===== config.mk =====
export PLATFORM = sky130hd
export DESIGN_NAME = nfa_string_recognizer
export DESIGN_NICKNAME = d
export VERILOG_FILES = /design/src/rtl/nfa_pkg.sv /design/src/rtl/nfa_table.sv /design/src/rtl/nfa_engine.sv /design/src/rtl/nfa_string_recognizer.sv
export VERILOG_INCLUDE_DIRS = /design/src /design/src/rtl
export SDC_FILE = /design/constraint.sdc
export NUM_CORES = 2
export LEC_CHECK = 0
export ABC_AREA = 1
export BUFFER_PORTS_ARGS = -buffer_cell sky130_fd_sc_hd__buf_4
export CORE_MARGIN = 3
export CORE_UTILIZATION = 56
export DETAILED_ROUTE_END_ITERATION = 12
export GPL_ROUTABILITY_DRIVEN = 0
export PLACE_DENSITY = 0.75
export SLEW_MARGIN = 20
export SYNTH_ARGS = -nofsm -noshare
export SYNTH_HDL_FRONTEND = slang
export SYNTH_SLANG_ARGS = --single-unit

===== constraint.sdc =====
create_clock -name i_clk -period 3.2 [get_ports i_clk]
set_input_delay 0.64 -clock i_clk [delete_from_list [all_inputs] [get_ports i_clk]]
set_output_delay 0.64 -clock i_clk [all_outputs]
set_load 0.01 [all_outputs]

===== src/rtl/nfa_string_recognizer_assert.svh =====
// ----------------------------------------------------------------------------
// nfa_string_recognizer assertion macros
// Clocked on i_clk, disabled while i_rst_n is low.
// ----------------------------------------------------------------------------
`ifndef NFA_STRING_RECOGNIZER_ASSERT_SVH
`define NFA_STRING_RECOGNIZER_ASSERT_SVH

// antecedent implies consequent in the next cycle
`define NFA_ASSERT_NEXT(lbl, ante, cons) \
    lbl: assert property (@(posedge i_clk) disable iff (!i_rst_n) (ante) |=> (cons)) \
        else $error("nfa_string_recognizer: assertion failed");

// antecedent implies consequent in the same cycle
`define NFA_ASSERT_NOW(lbl, ante, cons) \
    lbl: assert property (@(posedge i_clk) disable iff (!i_rst_n) (ante) |-> (cons)) \
        else $error("nfa_string_recognizer: assertion failed");

`endif


===== src/rtl/nfa_pkg.sv =====
// ----------------------------------------------------------------------------
// nfa_pkg
// Shared types and constants of the NFA string recogniser.
// ----------------------------------------------------------------------------
package nfa_pkg;

    localparam int DEF_MAX_STATES      = 32;
    localparam int DEF_MAX_TRANSITIONS = 64;

    localparam int APB_AW = 3;
    localparam int APB_DW = 32;

    localparam logic REG_NUM_STATES = 1'b0;
    localparam logic REG_NUM_TRANS  = 1'b1;

    localparam logic [1:0] MODE_LOAD   = 2'd0;
    localparam logic [1:0] MODE_SYMBOL = 2'd1;
    localparam logic [1:0] MODE_FINISH = 2'd2;

    localparam logic [15:0] COUNT_MAX = 16'hFFFF;

    typedef struct packed {
        logic [1:0] mode;
        logic [5:0] slot;
        logic [4:0] from_state;
        logic [4:0] to_state;
        logic [7:0] symbol;
    } t_in;

    typedef struct packed {
        logic        accepted;
        logic [15:0] length;
    } t_out;

    typedef struct packed {
        logic [4:0] from_state;
        logic [4:0] to_state;
        logic [7:0] symbol;
    } t_entry;

endpackage


===== src/rtl/nfa_table.sv =====
// ----------------------------------------------------------------------------
// nfa_table
// Transition table memory: one write port, one registered read port.
// ----------------------------------------------------------------------------
module nfa_table #(
    parameter int MAX_TRANSITIONS = nfa_pkg::DEF_MAX_TRANSITIONS
) (
    input  logic            i_clk,
    input  logic            i_wr_en,
    input  logic [((MAX_TRANSITIONS > 1) ? $clog2(MAX_TRANSITIONS) : 1)-1:0] i_wr_addr,
    input  nfa_pkg::t_entry i_wr_data,
    input  logic            i_rd_en,
    input  logic [((MAX_TRANSITIONS > 1) ? $clog2(MAX_TRANSITIONS) : 1)-1:0] i_rd_addr,
    output nfa_pkg::t_entry o_rd_data
);
    import nfa_pkg::*;

    t_entry r_mem [MAX_TRANSITIONS];
    t_entry r_rd_data;

    always_ff @(posedge i_clk) begin
        if (i_wr_en) begin
            r_mem[i_wr_addr] <= i_wr_data;
        end
        if (i_rd_en) begin
            r_rd_data <= r_mem[i_rd_addr];
        end
    end

    assign o_rd_data = r_rd_data;

endmodule


===== src/rtl/nfa_engine.sv =====
// ----------------------------------------------------------------------------
// nfa_engine
// Request decode, table scan sequencer, active state set and result register.
// ----------------------------------------------------------------------------
module nfa_engine #(
    parameter int MAX_STATES      = nfa_pkg::DEF_MAX_STATES,
    parameter int MAX_TRANSITIONS = nfa_pkg::DEF_MAX_TRANSITIONS
) (
    input  logic            i_clk,
    input  logic            i_rst_n,
    input  logic [$clog2(MAX_STATES+1)-1:0]      i_n_states,
    input  logic [$clog2(MAX_TRANSITIONS+1)-1:0] i_n_entries,
    input  logic            i_in_valid,
    output logic            o_in_ready,
    input  nfa_pkg::t_in    i_in,
    output logic            o_out_valid,
    input  logic            i_out_ready,
    output nfa_pkg::t_out   o_out,
    output logic            o_wr_en,
    output logic [((MAX_TRANSITIONS > 1) ? $clog2(MAX_TRANSITIONS) : 1)-1:0] o_wr_addr,
    output nfa_pkg::t_entry o_wr_data,
    output logic            o_rd_en,
    output logic [((MAX_TRANSITIONS > 1) ? $clog2(MAX_TRANSITIONS) : 1)-1:0] o_rd_addr,
    input  nfa_pkg::t_entry i_rd_data
);
    import nfa_pkg::*;

    localparam int AW = (MAX_TRANSITIONS > 1) ? $clog2(MAX_TRANSITIONS) : 1;
    localparam int CW = $clog2(MAX_TRANSITIONS + 1);
    localparam int SW = $clog2(MAX_STATES + 1);

    typedef enum logic [1:0] {
        ST_IDLE = 2'b01,
        ST_SCAN = 2'b10
    } t_state;

    t_state                r_state;
    logic [MAX_STATES-1:0] r_act;
    logic                  r_alive;
    logic [15:0]           r_count;
    logic [7:0]            r_sym;
    logic [CW-1:0]         r_idx;
    logic [CW-1:0]         r_lim;
    logic                  r_pend;
    logic [MAX_STATES-1:0] r_next;
    logic [MAX_STATES-1:0] n_next;
    logic                  r_fired;
    logic                  r_out_valid;
    logic                  n_out_valid;
    t_out                  r_out;

    logic                  w_accept;
    logic                  w_from_act;
    logic                  w_hit;
    logic                  w_to_ok;
    logic                  w_verdict;
    logic [SW-1:0]         w_last;

    assign o_in_ready = (r_state == ST_IDLE) &&
                        ((i_in.mode != MODE_FINISH) || !r_out_valid || i_out_ready);
    assign w_accept   = i_in_valid && o_in_ready;

    assign o_wr_en   = w_accept && (i_in.mode == MODE_LOAD) &&
                       (32'(i_in.slot) < MAX_TRANSITIONS);
    assign o_wr_addr = AW'(i_in.slot);
    assign o_wr_data = '{from_state: i_in.from_state, to_state: i_in.to_state,
                         symbol: i_in.symbol};

    assign o_rd_en   = (r_state == ST_SCAN) && (r_idx < r_lim);
    assign o_rd_addr = r_idx[AW-1:0];

    assign w_from_act = |(r_act & (MAX_STATES'(1) << i_rd_data.from_state));
    assign w_hit      = r_pend && (i_rd_data.symbol == r_sym) &&
                        (32'(i_rd_data.from_state) < 32'(i_n_states)) && w_from_act;
    assign w_to_ok    = 32'(i_rd_data.to_state) < 32'(i_n_states);

    always_comb begin
        n_next = r_next;
        if (w_hit && w_to_ok) begin
            n_next = r_next | (MAX_STATES'(1) << i_rd_data.to_state);
        end
    end

    always_comb begin
        n_out_valid = r_out_valid;
        if (r_out_valid && i_out_ready) begin
            n_out_valid = 1'b0;
        end
        if (w_accept && (i_in.mode == MODE_FINISH)) begin
            n_out_valid = 1'b1;
        end
    end

    assign w_last    = i_n_states - SW'(1);
    assign w_verdict = r_alive && |(r_act & (MAX_STATES'(1) << w_last));

    always_ff @(posedge i_clk) begin
        if (!i_rst_n) begin
            r_state     <= ST_IDLE;
            r_act       <= MAX_STATES'(1);
            r_alive     <= 1'b1;
            r_count     <= '0;
            r_pend      <= 1'b0;
            r_out_valid <= 1'b0;
        end else begin
            r_out_valid <= n_out_valid;
            case (r_state)
                ST_IDLE: begin
                    if (w_accept) begin
                        case (i_in.mode)
                            MODE_SYMBOL: begin
                                if (r_count != COUNT_MAX) begin
                                    r_count <= r_count + 16'd1;
                                end
                                r_sym   <= i_in.symbol;
                                r_idx   <= '0;
                                r_lim   <= r_alive ? i_n_entries : '0;
                                r_pend  <= 1'b0;
                                r_next  <= '0;
                                r_fired <= 1'b0;
                                r_state <= ST_SCAN;
                            end
                            MODE_FINISH: begin
                                r_out       <= '{accepted: w_verdict, length: r_count};
                                r_act       <= MAX_STATES'(1);
                                r_alive     <= 1'b1;
                                r_count     <= '0;
                            end
                            default: begin
                            end
                        endcase
                    end
                end
                ST_SCAN: begin
                    r_pend  <= o_rd_en;
                    r_next  <= n_next;
                    r_fired <= r_fired | w_hit;
                    if (o_rd_en) begin
                        r_idx <= r_idx + CW'(1);
                    end
                    if (!o_rd_en && !r_pend) begin
                        r_act   <= r_next;
                        r_alive <= r_alive && r_fired;
                        r_state <= ST_IDLE;
                    end
                end
                default: begin
                    r_state <= ST_IDLE;
                end
            endcase
        end
    end

    assign o_out_valid = r_out_valid;
    assign o_out       = r_out;

endmodule


===== src/rtl/nfa_string_recognizer.sv =====
// Load request: written to the table on acceptance. Finish request: result valid the next cycle.
// Symbol request: the table read port scans the m valid table entries (m = num_transitions,
// capped) one entry per cycle; each entry is checked when its registered read data returns,
// then the new set is committed. No entries are scanned when m is 0 or the run is dead.
// One request at a time; a finish also waits while the result register is full and unread.
// Reset (synchronous, i_rst_n low): state 0 active, run alive, count 0,
// ----------------------------------------------------------------------------
// nfa_string_recognizer
// NFA string recogniser with an APB register port and a transition table memory.
// Reset also sets num_states 1, num_transitions 0; table undefined until loaded.
// ----------------------------------------------------------------------------
`include "nfa_string_recognizer_assert.svh"

module nfa_string_recognizer #(
    parameter int MAX_STATES      = nfa_pkg::DEF_MAX_STATES,
    parameter int MAX_TRANSITIONS = nfa_pkg::DEF_MAX_TRANSITIONS
) (
    input  logic                       i_clk,
    input  logic                       i_rst_n,
    input  logic                       psel,
    input  logic                       penable,
    input  logic                       pwrite,
    input  logic [nfa_pkg::APB_AW-1:0] paddr,
    input  logic [nfa_pkg::APB_DW-1:0] pwdata,
    output logic [nfa_pkg::APB_DW-1:0] prdata,
    output logic                       pready,
    input  logic                       i_in_valid,
    output logic                       o_in_ready,
    input  nfa_pkg::t_in               i_in,
    output logic                       o_out_valid,
    input  logic                       i_out_ready,
    output nfa_pkg::t_out              o_out
);
    import nfa_pkg::*;

    localparam int AW = (MAX_TRANSITIONS > 1) ? $clog2(MAX_TRANSITIONS) : 1;
    localparam int CW = $clog2(MAX_TRANSITIONS + 1);
    localparam int SW = $clog2(MAX_STATES + 1);

    logic [5:0]    r_num_states;
    logic [6:0]    r_num_trans;
    logic [SW-1:0] w_n_states;
    logic [CW-1:0] w_n_entries;

    logic          w_wr_en;
    logic [AW-1:0] w_wr_addr;
    t_entry        w_wr_data;
    logic          w_rd_en;
    logic [AW-1:0] w_rd_addr;
    t_entry        w_rd_data;

    logic          w_sym_acc;
    logic          w_fin_acc;

    assign pready = 1'b1;

    always_ff @(posedge i_clk) begin
        if (!i_rst_n) begin
            r_num_states <= 6'd1;
            r_num_trans  <= 7'd0;
        end else if (psel && penable && pwrite && pready) begin
            case (paddr[2])
                REG_NUM_STATES: r_num_states <= pwdata[5:0];
                REG_NUM_TRANS:  r_num_trans  <= pwdata[6:0];
                default: begin
                end
            endcase
        end
    end

    always_comb begin
        case (paddr[2])
            REG_NUM_STATES: prdata = APB_DW'(r_num_states);
            REG_NUM_TRANS:  prdata = APB_DW'(r_num_trans);
            default:        prdata = '0;
        endcase
    end

    always_comb begin
        if (r_num_states == 6'd0) begin
            w_n_states = SW'(1);
        end else if (32'(r_num_states) > MAX_STATES) begin
            w_n_states = SW'(MAX_STATES);
        end else begin
            w_n_states = SW'(r_num_states);
        end
    end

    assign w_n_entries = (32'(r_num_trans) > MAX_TRANSITIONS) ? CW'(MAX_TRANSITIONS)
                                                               : CW'(r_num_trans);

    nfa_table #(
        .MAX_TRANSITIONS (MAX_TRANSITIONS)
    ) u_table (
        .i_clk     (i_clk),
        .i_wr_en   (w_wr_en),
        .i_wr_addr (w_wr_addr),
        .i_wr_data (w_wr_data),
        .i_rd_en   (w_rd_en),
        .i_rd_addr (w_rd_addr),
        .o_rd_data (w_rd_data)
    );

    nfa_engine #(
        .MAX_STATES      (MAX_STATES),
        .MAX_TRANSITIONS (MAX_TRANSITIONS)
    ) u_engine (
        .i_clk       (i_clk),
        .i_rst_n     (i_rst_n),
        .i_n_states  (w_n_states),
        .i_n_entries (w_n_entries),
        .i_in_valid  (i_in_valid),
        .o_in_ready  (o_in_ready),
        .i_in        (i_in),
        .o_out_valid (o_out_valid),
        .i_out_ready (i_out_ready),
        .o_out       (o_out),
        .o_wr_en     (w_wr_en),
        .o_wr_addr   (w_wr_addr),
        .o_wr_data   (w_wr_data),
        .o_rd_en     (w_rd_en),
        .o_rd_addr   (w_rd_addr),
        .i_rd_data   (w_rd_data)
    );

    assign w_sym_acc = i_in_valid && o_in_ready && (i_in.mode == MODE_SYMBOL);
    assign w_fin_acc = i_in_valid && o_in_ready && (i_in.mode == MODE_FINISH);

    `NFA_ASSERT_NEXT(a_symbol_blocks, w_sym_acc, !o_in_ready)
    `NFA_ASSERT_NEXT(a_finish_result, w_fin_acc, o_out_valid)
    `NFA_ASSERT_NOW(a_result_source, $rose(o_out_valid), $past(w_fin_acc))

endmodule


# Word-level counts from Yosys, hierarchy flattened
# Memories as Yosys holds them, arrays and structs flattened. A register that Yosys moved wholly into a read port is not among the register bits.
# Cells that the tools add are included.
# word_totals
wordCells	121
memories	1
mem_bits_rw	1152
out_inout_bits	52
regBits	138
# mem_list
name	words	word_bits	rd	rd_clocked_by_memory_dff	wr	line_no	text
u_table.r_mem	64	18	1	1	1	nfa_table.sv:18	t_entry r_mem [MAX_TRANSITIONS];
# classes
shift	3
reduce_logical	39
muxes	34
n_eq_ne	14
addsub	3
bitwise_logic	6
magnitude_cmp	5
# ops
op	n
two-way mux 32 bit	6
case mux 32 bit (2 select lines)	3
AND 32 bit	2
OR reduction 32 bit	2
left shift 1 x 5 -> 32 bit, first input constant	2
OR 32 bit	1
case mux 16 bit (2 select lines)	1
left shift 1 x 6 -> 32 bit, first input constant	1
two-way mux 7 bit	4
AND reduction 4 bit	5
adder 16 x 1 -> 16 bit, second input constant	1
two-way mux 16 bit	1
inequality test 16 bit, second input constant	1
logical AND 1 bit	15
case mux 7 bit (2 select lines)	1
less-than comparator 5 x 6 -> 1 bit	2
two-way mux 6 bit	2
inequality test 2 bit, second input constant	5
AND reduction 5 bit	2
two-way mux 1 bit	9
equality test 8 bit	1
adder 7 x 1 -> 7 bit, second input constant	1
greater-than comparator 7 bit, second input constant	1
less-than comparator 7 bit	1
other kinds (18)	34

# Depth between registers and ports, before layout
# logic_depth
word_depth	9
depth_mapped	14

# Hierarchy
# Synthesis repeated with hierarchy kept, for this count alone.
# unflattened
cells_unflattened	4911
area_unflattened_um2	55204.2
# modules_own_cells
module	seq_area_each_um2	area_per_inst_um2	cells_each	instances
nfa_table	35133.7	47605.7	3942	1
nfa_engine	3223.1	6637.6	814	1
nfa_string_recognizer	260.2	960.9	155	1

# Worst setup path before layout
# No wires, ideal clock.
# synth_timing
kind	input -> register
from	in i_in[25] (netlist bit)
to	reg u_engine.r_next[0] (enable)
setup_time_ps	432
t_arrival_ps	3138
slack_ps	-370
n_path_buf	0
path_stages	10
path_cell_list	inv_2 -> nor2_4 -> a21oi_2 -> and2_4 -> nor2_1 -> inv_1 -> o21ai_0 -> nor2_1 -> inv_1 -> a21oi_1
# synth_via
elab_chain_cells	7
elab_cells_between_ends	9
# synth_lines
element	line_no	text
start, declared	nfa_string_recognizer.sv:29	input nfa_pkg::t_in i_in,
inequality test 2 bit	nfa_engine.sv:60	((i_in.mode != MODE_FINISH) || !r_out_valid || i_out_ready);
logical OR 1 bit (2 in series)	nfa_engine.sv:60	
logical AND 1 bit	nfa_engine.sv:59	assign o_in_ready = (r_state == ST_IDLE) &&
net o_in_ready	nfa_string_recognizer.sv:28	output logic o_in_ready,
logical AND 1 bit	nfa_engine.sv:61	assign w_accept = i_in_valid && o_in_ready;
inequality test 2 x 1 -> 1 bit (no source line)	n/a	
AND reduction 5 bit (no source line)	n/a	
end signal, assigned	nfa_engine.sv:136	r_next <= n_next;
end, declared	nfa_engine.sv:45	logic [MAX_STATES-1:0] r_next;
# The timed path passes the listed nets, and every way through them passes these cells.
# A chain may end at the register's enable or synchronous reset.

# Worst setup path in the final report
# layout_timing
from	reg u_engine.r_idx[0]
to	reg, netlist name u_table.o_rd_data[17]
# layout_via
elab_chain_cells	2
# layout_lines
element	line_no	text
start, declared	nfa_engine.sv:42	logic [CW-1:0] r_idx;
start signal, assigned	nfa_engine.sv:139	r_idx <= r_idx + CW'(1);
less-than comparator 7 bit	nfa_engine.sv:69	assign o_rd_en = (r_state == ST_SCAN) && (r_idx < r_lim);
logical AND 1 bit	nfa_engine.sv:69	
# Parallel ways exist; a longest one is shown, timed or not.

==> qor.csv <==
metric;value;unit
number of diodes;0;
main combinational cell family by area after synthesis;compound AO/OA/AOI/OAI gates;
std cell rows;111;
Via-to-Cell Ratio;6.264;
I/O pin cnt;120;
layout cells sized above 1;0.1181;
status;completed;
M1 WL;52010;microns
Die H;312.8;microns
CTS resizes;0;
CTS sink cnt;1308;
multiplexer area fraction after synthesis;0;
unrepaired setup endpoints after global routing;false;
worst vdd ir;0.0006140;V
synthesized area per cell;12.66;sq um
family with the most delay on the worst path;compound AO/OA/AOI/OAI gates;
clk_skew;0.02236;ns
Logic pwr share;0.032;
post-CTS setup buffers;0;
hold_ws;0.1574;ns
# port buffers;66;
detailed-route via count;35148;
cell area after synthesis;0.05269;sq mm
leakage;0.01964;uW
CORE AREA;0.09250;sq mm
fin crit period;2.731;ns
WL/cell;23.95;microns
Hold-fix buffers, CTS;0;
CTS Buf Count;132;
crit share post-route;0.8534;
Layout area overhead;14.26;%
Setup crit end kind;flop;
CP max-delay cell;edfxtp_1;
Mapped Cells;4162;
nets;4352;
post-route ant nets;0;
FMAX;366.2;MHz
global route overflow;0;
DRT iter0 DRCs;4947;
Arr. time, crit path;3.13;ns
Synth Area in Simple Gates;0.1043;
Setup CP Type;reg -> reg;
CTS root buf;clkbuf_16;
largest net degree at the start of global routing;118;
gr usage total;0.2722;
Crit path largest cell delay;0.52;ns
post-route cell area;0.06021;sq mm
Post-Synth XOR/XNOR Area;0.002161;
Adder-Cell Fraction of Synth Area;0.003799;
Layout Cells excl Fill;5611;
drt pass-1 iters;6;
sequential share of power;0.546;
Final setup viols;0;
CTS tree;done;
antenna violations before repair;0;
Async S/R FF share, synth;0;
die area;0.09781;sq mm
DP HPWL;76370;microns
H-tree depth;4;
clock latency on the worst-skew pair;0.72;ns
final core utilization;0.6509;
chip width;312.8;microns
Placed Cells;5376;
power density over cell area;572.1;mW/mm^2
Area after DPL;0.05614;sq mm
Slew Limit Fails;0;
# DRC;0;
Worst setup SP type;flop;
post-synthesis sequential area ratio;0.7329;
total of warnings raised by yosys;0;
number of buffers and inverters on the critical path;2;
CTS Buffer Depth;3;
synthesis-stage register bit count;1308;
max cap viols;0;
compound-gate portion of the synthesized area;0.1223;
CP Max Fanout;117;
drt total wl;134400;microns
first-pass GRT wire length;202600;microns
Critical Path, Cell by Cell;buf_12, buf_12, o21ai_0, o22ai_1, o211ai_1, nand2_1, nand2_1, nand3_1;
worst min path class;in -> reg;
sw power;7138;uW
Met3 Wirelength;14090;microns
Initial Utilization;0.5697;
CP Data Required Time;3.60;ns
ys flop type;edfxtp_1;
final hold vios;0;
relative slew slack;0.3152;
EDFF count, synth;1242;
Int Power;27310;uW
vias in the first global route;33753;
Max Used Layer;met4;
Worst Max-Slew Pin Slew;1.023;ns
sw frac;0.2072;
clock-pin slew on the worst setup and hold paths;0.06;ns
number of distinct library cells after synthesis;44;
WL met2;63610;microns
clock network fraction of total power;0.422;
TNS Setup;0;ns
cell usage after synthesis, types with 2 or more instances:
cell type	count	area share
a211oi_1	2	0.00028
nand3_1	227	0.022
o221ai_1	225	0.037
buf_1	12	0.00085
clkinv_1	4	0.00028
nand2_1	262	0.019
o21ai_1	18	0.0017
dfxtp_1	66	0.025
a31oi_1	6	0.00071
edfxtp_1	1242	0.71
nand4_1	46	0.0055
nand2_2	2	0.00024
xor2_1	7	0.0012
conb_1	2	0.00014
nor4_1	6	0.00071
ha_1	16	0.0038
o22ai_1	63	0.0075
inv_2	8	0.00057
nor2_1	764	0.054
nor3_1	16	0.0015
o211ai_1	43	0.0061
o21a_1	4	0.00057
clkbuf_1	195	0.014
a21oi_1	97	0.0092
xnor2_1	6	0.0010
or2_2	3	0.00036
buf_4	34	0.0048
buf_6	6	0.0013
inv_1	102	0.0073
a21oi_2	2	0.00033
o21ai_0	607	0.058
buf_2	57	0.0054
power by group through the flow:
stage	clock network (uW)	logic, uW	registers, uW
floorplan	0	514	19100
global placement	0	1060	19200
detailed placement	0	1090	19200
CTS	14700	1100	18800
global route	15400	1200	18800
finish	14500	1120	18800
metal layers:
layer,vias to the layer above,global-route usage
met1,17193,0.3777
li1,15699,-
met3,280,0.05336
met4,0,0.1039
met2,1976,0.4303
met5,-,0
worst reg2reg max path, cell delays in order (launching register included):
cell      delay, ns
edfxtp_1       0.52
buf_12         0.26
buf_12         0.32
o21ai_0        0.28
o22ai_1        0.13
o211ai_1       0.42
nand2_1        0.17
nand2_1        0.10
nand3_1        0.22
metrics by stage:
step	worst slack (ns)	total power, uW
after floorplan	0.2976	19660
final	0.4692	34440
after global routing	0.2949	35390
after global placement	0.5182	20210
after detailed placement	0.4502	20250
after CTS	0.4909	34550
final cells by class:
type,instances,area [sq um]
clock inverters,68,543.0
fillers,6457,32290
clock buffers,166,3512
repair buffers,253,3020
flip-flops and latches,1308,38620
multi-input cells,2459,12510
inverters,114,446.7
well taps,1243,1555
sequential cells by signal, summed over array words and instances, names as in the netlist, 6 cells and up:
signal	cells
u_engine.o_out	17
u_engine.r_sym	8
u_engine.r_next	32
u_table.r_mem	1152
u_table.o_rd_data	18
r_num_states	6
u_engine.r_count	16
r_num_trans	7
u_engine.r_act	32
u_engine.r_idx	7
u_engine.r_lim	7
logic make-up after synthesis:
family	count (synthesis)
buf+inv	419
xor+xnor	13
compound gates	1071
other cells	2
simple gates	1333
fa+ha+maj	16
flops	1308
layout by cell type (no fill, tap or decap), types with 3 or more instances in the layout:
| master | Yosys | routed |
|---|---|---|
| nor3_1 | 16 | 16 |
| clkinv_1 | 4 | 36 |
| o21a_1 | 4 | 4 |
| clkinvlp_4 | 0 | 3 |
| nand2_1 | 262 | 262 |
| nand3_1 | 227 | 227 |
| clkbuf_16 | 0 | 135 |
| xnor2_1 | 6 | 6 |
| o221ai_1 | 225 | 225 |
| clkinv_2 | 0 | 15 |
| ha_1 | 16 | 16 |
| or2_2 | 3 | 3 |
| dfxtp_1 | 66 | 66 |
| o21ai_1 | 18 | 18 |
| o211ai_1 | 43 | 43 |
| buf_4 | 34 | 163 |
| a21oi_1 | 97 | 96 |
| bufinv_16 | 0 | 6 |
| nor2_1 | 764 | 699 |
| inv_1 | 102 | 101 |
| xor2_1 | 7 | 7 |
| nor4_1 | 6 | 6 |
| clkbuf_1 | 195 | 28 |
| edfxtp_1 | 1242 | 1242 |
| o22ai_1 | 63 | 63 |
| nand4_1 | 46 | 46 |
| a31oi_1 | 6 | 6 |
| o21ai_0 | 607 | 607 |
| nor2_2 | 0 | 65 |
| inv_6 | 0 | 6 |
| a21oi_2 | 2 | 3 |
| clkinv_8 | 0 | 4 |
| conb_1 | 2 | 26 |
| buf_12 | 0 | 89 |
| inv_2 | 8 | 6 |
worst paths after layout:
| path | from | to | slack, ns | cells past startpoint |
|---|---|---|---|---|
| setup / recovery | u_engine.r_idx[0]$_SDFFCE_PN0P_ | u_table.o_rd_data[17]$_DFFE_PP_ | 0.47 | 8 |
| hold / removal | pwdata[0] | r_num_states[0]$_SDFFE_PN1P_ | 0.16 | 3 |
| setup reg to reg | u_engine.r_idx[0]$_SDFFCE_PN0P_ | u_table.o_rd_data[17]$_DFFE_PP_ | 0.47 | 8 |
| hold reg to reg | u_engine.r_count[5]$_SDFFE_PN0P_ | u_engine.o_out[5]$_DFFE_PP_ | 0.47 | 0 |
(Power assumes the default switching activity.)
